$ cat src/sv/trst_pkg.sv
// Shared types, codes and helpers for the token range state tracker.
package trst_pkg;

	localparam int PW = 21;
	localparam int MAX_INTERVALS_DEF = 32;
	localparam logic [PW:0] POSITION_LIMIT = (PW+1)'(1048576);

	localparam logic [1:0] OP_CLEAR  = 2'd0;
	localparam logic [1:0] OP_APPEND = 2'd1;
	localparam logic [1:0] OP_UPDATE = 2'd2;

	localparam logic [1:0] ST_UNPROC  = 2'd0;
	localparam logic [1:0] ST_STAGE   = 2'd1;
	localparam logic [1:0] ST_PROC    = 2'd2;
	localparam logic [1:0] ST_UNAVAIL = 2'd3;

	localparam logic [2:0] ERR_OK    = 3'd0;
	localparam logic [2:0] ERR_ARGS  = 3'd1;
	localparam logic [2:0] ERR_TRANS = 3'd2;
	localparam logic [2:0] ERR_FULL  = 3'd3;
	localparam logic [2:0] ERR_OVF   = 3'd4;

	typedef struct packed {
		logic [PW-1:0] end_pos;
		logic [1:0]    st;
	} entry_t;

	// Allowed state moves for an overlapped piece
	function automatic logic trans_ok(input logic [1:0] from_st, input logic [1:0] to_st);
		logic ok;
		begin
			ok = 1'b1;
			if (from_st != to_st) begin
				case (from_st)
					ST_STAGE:  ok = (to_st == ST_PROC);
					ST_PROC:   ok = (to_st == ST_UNPROC);
					ST_UNPROC: ok = (to_st != ST_UNAVAIL);
					default:   ok = 1'b1;
				endcase
			end
			return ok;
		end
	endfunction

endpackage

$ cat src/sv/trst_table.sv
// Two-bank interval table memory: one write port, one registered read port.
module trst_table #(
	parameter int IW = 5
) (
	input  logic                clk,
	input  logic                we,
	input  logic [IW:0]         waddr,
	input  trst_pkg::entry_t    wdata,
	input  logic [IW:0]         raddr,
	output trst_pkg::entry_t    rdata
);
	import trst_pkg::*;

	localparam int DEPTH = 2 * (1 << IW);

	entry_t mem [DEPTH];

	// write port
	always_ff @(posedge clk) begin
		if (we) begin
			mem[waddr] <= wdata;
		end
	end

	// registered read port
	always_ff @(posedge clk) begin
		rdata <= mem[raddr];
	end

endmodule

$ cat src/sv/token_range_state_tracker.sv
// Top level: sequencer for clear, append and update over a ping-pong interval table.
//
// Usage: drive operation and the argument ports, raise start while busy is low;
// the transaction is taken at that edge and busy rises the next cycle. When the
// work is done, done pulses for one cycle with error_code and the table summary
// (total_length, first unprocessed range, both prefix ends) on the result ports.
// The receiver cannot hold results off; busy falls in the cycle of the done
// strobe, so a new transaction may be started then.
// Clear and append go straight to the summary scan, which reads each interval
// through the table's registered read port and then evaluates it; with an empty
// table there is nothing to read and done follows. An update first runs the
// rebuild pass (per interval one read state and three push states, all through
// the single table write port, then a flush state) and then the summary scan
// over the resulting intervals. Updates with bad arguments skip the rebuild.
// The update writes its result into the other bank and swaps banks only when it
// succeeds, so a failure leaves the table as was.
// Reset empties the table (count zero); table contents need no clearing.
module token_range_state_tracker
	import trst_pkg::*;
#(
	parameter int MAX_INTERVALS = MAX_INTERVALS_DEF
) (
	input  logic                  clk,
	input  logic                  arst_n,
	input  logic                  start,
	output logic                  busy,
	input  logic [1:0]            operation,
	input  logic [PW-1:0]         span_first,
	input  logic [PW-1:0]         span_stop,
	input  logic [PW-1:0]         append_length,
	input  logic [1:0]            target_state,
	output logic                  done,
	output logic [2:0]            error_code,
	output logic [PW-1:0]         total_length,
	output logic                  unprocessed_found,
	output logic [PW-1:0]         unprocessed_start,
	output logic [PW-1:0]         unprocessed_end,
	output logic [PW-1:0]         processed_prefix,
	output logic [PW-1:0]         stage_processed_prefix
);
	localparam int IW = (MAX_INTERVALS > 1) ? $clog2(MAX_INTERVALS) : 1;
	localparam int CW = $clog2(MAX_INTERVALS + 1);
	localparam int WW = $clog2(MAX_INTERVALS + 3);

	typedef enum logic [2:0] {
		S_IDLE, S_UPD_RD, S_UPD_P0, S_UPD_P1, S_UPD_P2, S_FLUSH, S_SCAN_RD, S_SCAN_EV
	} state_t;

	state_t         state_q;
	logic           bank_q;
	logic [CW-1:0]  cnt_q;
	logic [PW-1:0]  len_q;
	logic [1:0]     last_st_q;
	logic [IW-1:0]  idx_q;
	logic [PW-1:0]  lo_q;
	logic [PW-1:0]  rs_q, re_q;
	logic [1:0]     ns_q;
	logic           placed_q, trans_q, pend_v_q;
	entry_t         pend_q;
	logic [WW-1:0]  wcnt_q;
	logic [2:0]     err_q;
	logic           found_q;
	logic [PW-1:0]  ustart_q, uend_q, pp_q, sp_q;

	logic           we;
	logic [IW:0]    waddr;
	entry_t         wdata;
	entry_t         ent;

	logic           accept, ovl, push_v, coalesce, pend_fits, last_idx;
	logic [PW-1:0]  push_end;
	logic [1:0]     push_st;
	logic [PW:0]    sum;
	logic           app_merge;
	logic [IW-1:0]  app_idx;
	logic [2:0]     app_err;
	logic           upd_bad;
	logic [WW-1:0]  wcnt_next;

	trst_table #(.IW(IW)) u_table (
		.clk   (clk),
		.we    (we),
		.waddr (waddr),
		.wdata (wdata),
		.raddr ({bank_q, idx_q}),
		.rdata (ent)
	);

	// request decode, push generation and table write port
	always_comb begin
		accept    = start && (state_q == S_IDLE);
		sum       = {1'b0, len_q} + {1'b0, append_length};
		app_merge = (cnt_q != '0) && (last_st_q == target_state);
		app_idx   = app_merge ? IW'(cnt_q - 1'b1) : IW'(cnt_q);
		if (append_length == '0)
			app_err = ERR_ARGS;
		else if (sum > POSITION_LIMIT)
			app_err = ERR_OVF;
		else if (!app_merge && (cnt_q >= CW'(MAX_INTERVALS)))
			app_err = ERR_FULL;
		else
			app_err = ERR_OK;
		upd_bad = (span_first >= len_q) || (span_stop > len_q) ||
			(span_first >= span_stop);

		ovl      = !((ent.end_pos <= rs_q) || (lo_q >= re_q));
		last_idx = ((CW'(idx_q) + 1'b1) == cnt_q);
		push_v   = 1'b0;
		push_end = ent.end_pos;
		push_st  = ent.st;
		case (state_q)
			S_UPD_P0: begin
				push_v   = ovl && (lo_q < rs_q);
				push_end = rs_q;
			end
			S_UPD_P1: begin
				push_v   = !placed_q && (ovl || (lo_q >= re_q));
				push_end = re_q;
				push_st  = ns_q;
			end
			S_UPD_P2: begin
				push_v   = !ovl || (ent.end_pos > re_q);
			end
			default: push_v = 1'b0;
		endcase
		coalesce  = pend_v_q && (pend_q.st == push_st);
		pend_fits = (wcnt_q < WW'(MAX_INTERVALS));
		wcnt_next = wcnt_q + 1'b1;

		we    = 1'b0;
		waddr = {~bank_q, wcnt_q[IW-1:0]};
		wdata = pend_q;
		if (accept && (operation == OP_APPEND) && (app_err == ERR_OK)) begin
			we    = 1'b1;
			waddr = {bank_q, app_idx};
			wdata = '{end_pos: sum[PW-1:0], st: target_state};
		end else if (push_v && !coalesce && pend_v_q && pend_fits) begin
			we = 1'b1;
		end else if ((state_q == S_FLUSH) && pend_fits) begin
			we = 1'b1;
		end
	end

	// sequencer and result registers
	always_ff @(posedge clk or negedge arst_n) begin
		if (!arst_n) begin
			state_q   <= S_IDLE;
			bank_q    <= 1'b0;
			cnt_q     <= '0;
			len_q     <= '0;
			last_st_q <= ST_UNPROC;
			done      <= 1'b0;
			pend_v_q  <= 1'b0;
			pend_q    <= '0;
			placed_q  <= 1'b0;
			trans_q   <= 1'b0;
			wcnt_q    <= '0;
			idx_q     <= '0;
			lo_q      <= '0;
			rs_q      <= '0;
			re_q      <= '0;
			ns_q      <= ST_UNPROC;
			err_q     <= ERR_OK;
			found_q   <= 1'b0;
			ustart_q  <= '0;
			uend_q    <= '0;
			pp_q      <= '0;
			sp_q      <= '0;
		end else begin
			done <= 1'b0;
			case (state_q)
				S_IDLE: begin
					if (accept) begin
						idx_q    <= '0;
						lo_q     <= '0;
						found_q  <= 1'b0;
						ustart_q <= '0;
						uend_q   <= '0;
						pp_q     <= '0;
						sp_q     <= '0;
						rs_q     <= span_first;
						re_q     <= span_stop;
						ns_q     <= target_state;
						placed_q <= 1'b0;
						trans_q  <= 1'b0;
						pend_v_q <= 1'b0;
						wcnt_q   <= '0;
						state_q  <= S_SCAN_RD;
						case (operation)
							OP_CLEAR: begin
								cnt_q <= '0;
								len_q <= '0;
								err_q <= ERR_OK;
							end
							OP_APPEND: begin
								err_q <= app_err;
								if (app_err == ERR_OK) begin
									len_q     <= sum[PW-1:0];
									last_st_q <= target_state;
									if (!app_merge)
										cnt_q <= cnt_q + 1'b1;
								end
							end
							OP_UPDATE: begin
								if (upd_bad) begin
									err_q <= ERR_ARGS;
								end else begin
									state_q <= S_UPD_RD;
								end
							end
							default: err_q <= ERR_ARGS;
						endcase
					end
				end
				S_UPD_RD: state_q <= S_UPD_P0;
				S_UPD_P0, S_UPD_P1, S_UPD_P2: begin
					// one push per cycle, coalescing into the pending entry
					if (push_v) begin
						if (coalesce) begin
							pend_q.end_pos <= push_end;
						end else begin
							if (pend_v_q)
								wcnt_q <= wcnt_next;
							pend_q   <= '{end_pos: push_end, st: push_st};
							pend_v_q <= 1'b1;
						end
					end
					if (state_q == S_UPD_P0) begin
						if (ovl && !trans_ok(ent.st, ns_q))
							trans_q <= 1'b1;
						state_q <= S_UPD_P1;
					end else if (state_q == S_UPD_P1) begin
						if (push_v)
							placed_q <= 1'b1;
						state_q <= S_UPD_P2;
					end else begin
						lo_q <= ent.end_pos;
						if (last_idx) begin
							state_q <= S_FLUSH;
						end else begin
							idx_q   <= idx_q + 1'b1;
							state_q <= S_UPD_RD;
						end
					end
				end
				S_FLUSH: begin
					// last pending entry written; on success commit by swapping banks
					idx_q <= '0;
					lo_q  <= '0;
					if (trans_q) begin
						err_q <= ERR_TRANS;
					end else if (wcnt_next > WW'(MAX_INTERVALS)) begin
						err_q <= ERR_FULL;
					end else begin
						err_q     <= ERR_OK;
						bank_q    <= ~bank_q;
						cnt_q     <= CW'(wcnt_next);
						last_st_q <= pend_q.st;
					end
					state_q <= S_SCAN_RD;
				end
				S_SCAN_RD: begin
					if (cnt_q == '0) begin
						done    <= 1'b1;
						state_q <= S_IDLE;
					end else begin
						state_q <= S_SCAN_EV;
					end
				end
				S_SCAN_EV: begin
					// summary over stored intervals
					if ((ent.st == ST_UNPROC) && !found_q) begin
						found_q  <= 1'b1;
						ustart_q <= lo_q;
						uend_q   <= ent.end_pos;
					end
					if (ent.st == ST_PROC)
						pp_q <= ent.end_pos;
					if ((ent.st == ST_PROC) || (ent.st == ST_STAGE))
						sp_q <= ent.end_pos;
					lo_q <= ent.end_pos;
					if (last_idx) begin
						done    <= 1'b1;
						state_q <= S_IDLE;
					end else begin
						idx_q   <= idx_q + 1'b1;
						state_q <= S_SCAN_RD;
					end
				end
				default: state_q <= S_IDLE;
			endcase
		end
	end

	assign busy                   = (state_q != S_IDLE);
	assign error_code             = err_q;
	assign total_length           = len_q;
	assign unprocessed_found      = found_q;
	assign unprocessed_start      = ustart_q;
	assign unprocessed_end        = uend_q;
	assign processed_prefix       = pp_q;
	assign stage_processed_prefix = sp_q;

endmodule

$ cat config.mk
export PLATFORM = sky130hd
export DESIGN_NAME = token_range_state_tracker
export DESIGN_NICKNAME = d
export VERILOG_FILES = /design/src/sv/trst_pkg.sv /design/src/sv/trst_table.sv /design/src/sv/token_range_state_tracker.sv
export SDC_FILE = /design/constraint.sdc
export NUM_CORES = 2
export LEC_CHECK = 0
export ABC_AREA = 1
export BUFFER_PORTS_ARGS = -buffer_cell sky130_fd_sc_hd__buf_2
export CORE_ASPECT_RATIO = 0.75
export CORE_UTILIZATION = 50
export CTS_CLUSTER_DIAMETER = 150
export DETAILED_ROUTE_END_ITERATION = 12
export PLACE_DENSITY = 0.72
export SLEW_MARGIN = 20
export SYNTH_ARGS = -nofsm -noshare
export SYNTH_HDL_FRONTEND = slang
export SYNTH_HIERARCHICAL = 1
export SYNTH_SLANG_ARGS = --single-unit
$ cat constraint.sdc
create_clock -name clk -period 7.8 [get_ports clk]
set_input_delay 0.78 -clock clk [delete_from_list [all_inputs] [get_ports clk]]
set_output_delay 0.78 -clock clk [all_outputs]
set_load 0.01 [all_outputs]
==> results.yml <==
status:
  status: "completed"
route:
  drt_first_iter_violations: 8018
  antenna_left: 0
  drt_wl_total_mm: 219
  drc: 0
  first_pass_iters: 8
  viasPerCell: 5.91
  wl_per_cell_um: 23.8
  vias: 54500
floorplan:
  core_region_area_sq_um: 148000
  dieArea_sq_um: 152000
  die_height_um: 338
  placementRows: 122
  dieWidth_um: 449
  start_util: 0.507
  ios: 181
cells_and_area:
  drive_gt1_frac: 0.0911
  fillers: 12200
  final_util: 0.562
  final_cell_mix: "nand2_1 (2,375), edfxtp_1 (1,472), nand3_1 (1,356), inv_1 (283), dfrtp_1 (219)"
  area_growth_pct: 10.9
  register_area_sq_um: 50300
  fin_area_sq_um: 83300
  multiInputGateArea_sq_um: 22200
  layout_commonest_cell: "nand2_1"
  final_nets: 7364
power:
  power_density_nw_per_um2: 384
  ir_drop_mv: 0.295
  p_leak_uw: 0.0322
timing:
  relSlewSlack: 0.209
  slew_violations: 0
  rsz0062_at_grt: "no"
  fmax_mhz: 162
  fin_tns_setup_ns: 0
  worst_clock_skew_ns: 0.0487
  finalCritPeriodShare: 0.791
  hold_ws_ns: 0.279
  min_period_ns: 6.17
  tightest_slew_ns: 1.18
  setup_viol: 0
  hold_viol_final: 0
worst_setup_path:
  crit_path_end_kind: "register"
  r2r_end: "u_table/mem[25][7]"
  r2r_start: "total_length[0]"
  startpoint_type: "register"
  worstSetupPathType: "reg2reg"
  r2r_setup_slack_ns: 1.63
  cp_max_fo: 18
  r2r.worst_path.cells: 21
  worst_ep_arrival_time_ns: 6.67
  worstPathRequired_ns: 8.31
clocking:
  cts_tree: "yes"
  clk_latency_ns: 0.83
  cts_sinks: 1719
  cts_buffers: 158
  clk_pin_slew_ns: 0.06
  clock_path_buffers: 3
  cts_setup_buffers: 0
  htreeDepth: 4
  clock-root-buffer: "clkbuf_16"
job:
  max_cap_viol_count: 0
synth:
  synth_nets: 7271
  synthFlopType: "edfxtp_1"
  synthArstFlopShare: 0.130
  ys_warn_count: 6
  yosysUniqueCellTypes: 58
  ys_seq_area_frac: 0.669
  syn-instance-count: 7024
  yosys_register_bits: 1719
  syn_area_per_cell_sq_um: 10.7
  syn_area_sq_um: 75100
  synth_edf_count: 1472
global_route:
  grtUsageTotal: 0.284
  grt_max_degree: 227
  grt_pass1_vias: 50300
  gr-total-overflow: 0
  grt_pass1_wl_mm: 323
  antenna_found_initial: 10
place:
  place.gp.congestion: 0.968
  hpwl_mm: 136
  place_area_sq_um: 78100
  port_buffers: 180
hold_path:
  min_from: "span_stop[2]"
  worst_hold_path.endpoint: "re_q[2]"
  worstHoldPathCells: 3
  hp-class: "in2reg"
final cells by class:
cell class | count | share of cell area
multi-input cells | 4630 | 0.267
flip-flops and latches | 1719 | 0.604
well taps | 1984 | 0.0298
inverters | 294 | 0.0136
repair buffers | 314 | 0.0249
clock inverters | 77 | 0.00998
diodes | 2 | 0.0000601
clock buffers | 211 | 0.0509
repair_timing:
| action | CTS | global route |
|---|---|---|
| resized for setup | 0 | 0 |
| hold endpoints to repair | 1 | 0 |
| endpoints found under the setup margin | 0 | 0 |
| hold buffers | 1 | 0 |
flip-flops by register name (all words and copies together), names as in the netlist, 2 cells and up:
name,cells
u_table/mem,1472
pend_q,23
u_table/rdata,23
lo_q,21
processed_prefix,21
re_q,21
rs_q,21
stage_processed_prefix,21
total_length,21
unprocessed_end,21
unprocessed_start,21
cnt_q,6
wcnt_q,6
idx_q,5
error_code,3
state_q,3
last_st_q,2
ns_q,2
per-stage QoR:
| stage | std cells | power [uW] | setup slack [ns] |
|---|---|---|---|
| finish | 9231 | 32000 | 1.63 |
| global route | 9230 | 33300 | 1.29 |
| detailed placement | 8939 | 24000 | 1.33 |
| CTS | 9228 | 31700 | 1.78 |
| global placement | 8938 | 23700 | 1.45 |
| floorplan | 7024 | 19400 | 2.00 |
worst max-delay path, stage by stage (launching register included):
cell	delay (ns)
dfrtp_1	0.44
ha_1	0.30
fa_1	0.45
nand2_1	0.11
inv_1	0.06
nand2_1	0.07
nand2_2	0.10
xnor2_1	0.41
nand3_1	0.12
nor3_1	0.32
nand3_2	0.15
o21bai_4	0.23
nand3_4	0.13
nor3_4	0.12
buf_4	0.33
o21ai_0	0.14
o21ai_0	0.24
inv_1	0.18
nor3_1	0.27
nand2_1	0.57
nor2_2	0.79
buf_4	0.35
how the worst max path moves through the flow:
stage	to	slack (ns)	depth (start not counted)	start
global placement	u_table/mem[25][9]	1.45	22	append_length[0]
CTS	u_table/mem[25][9]	1.78	21	total_length[0]
detailed placement	u_table/mem[25][21]	1.33	22	append_length[0]
global route	u_table/mem[25][1]	1.29	21	total_length[0]
finish	u_table/mem[25][7]	1.63	21	total_length[0]
floorplan	u_table/mem[0][11]	2.00	18	append_length[0]
where the power goes:
group | switching (uW) | total, uW | internal [uW] | leakage (uW)
Clock | 3510 | 7740 | 4230 | 0.00248
Combinational | 8700 | 11600 | 2920 | 0.0135
Sequential | 750 | 12600 | 11800 | 0.0163
metal layers:
metal  track usage  wire, um  vias to the layer above
met5             0        68                        -
met2         0.403     93500                     3133
li1              -         -                    24600
met4        0.0838      6130                       10
met3        0.0813     28500                      387
met1         0.422     91200                    26500
cells in the mapped netlist (all sizes together) (2+ instances only):
cell / count / share of area
o221ai: 8 / 0.00093
o41ai: 2 / 0.00023
inv: 292 / 0.015
a31oi: 15 / 0.0012
o21bai: 5 / 0.00065
a21oi: 94 / 0.0063
a2111oi: 2 / 0.00023
ha: 176 / 0.029
nor3: 35 / 0.0025
or2: 3 / 0.00025
nor3b: 3 / 0.00030
a211oi: 2 / 0.00020
nand4: 43 / 0.0036
dfxtp: 23 / 0.0061
nor4: 10 / 0.00083
a21o: 3 / 0.00030
o22ai: 23 / 0.0019
nand3: 1360 / 0.091
buf: 289 / 0.021
a22oi: 19 / 0.0019
nand2: 2383 / 0.12
xor2: 16 / 0.0019
xnor2: 2 / 0.00023
nor2: 169 / 0.0086
edfxtp: 1472 / 0.59
nand3b: 6 / 0.00060
o21ai: 228 / 0.015
o211ai: 6 / 0.00060
clkinv: 2 / 0.00010
clkbuf: 92 / 0.0046
dfrtp: 224 / 0.075
a41oi: 5 / 0.00058
cells by family (layout without fill, tap and decap cells):
family	after synthesis	in the layout	share of synthesized area
adders and majority gates	177	177	0.0296
and+or+nand+nor	4017	4017	0.227
xor gates and xnor gates	18	18	0.00210
DFF	1719	1719	0.669
AOI/OAI and AO/OA	418	418	0.0310
other	0	2	0
buffers and inverters	675	896	0.0405
No activity file was read; power rests on OpenSTA's default activity.
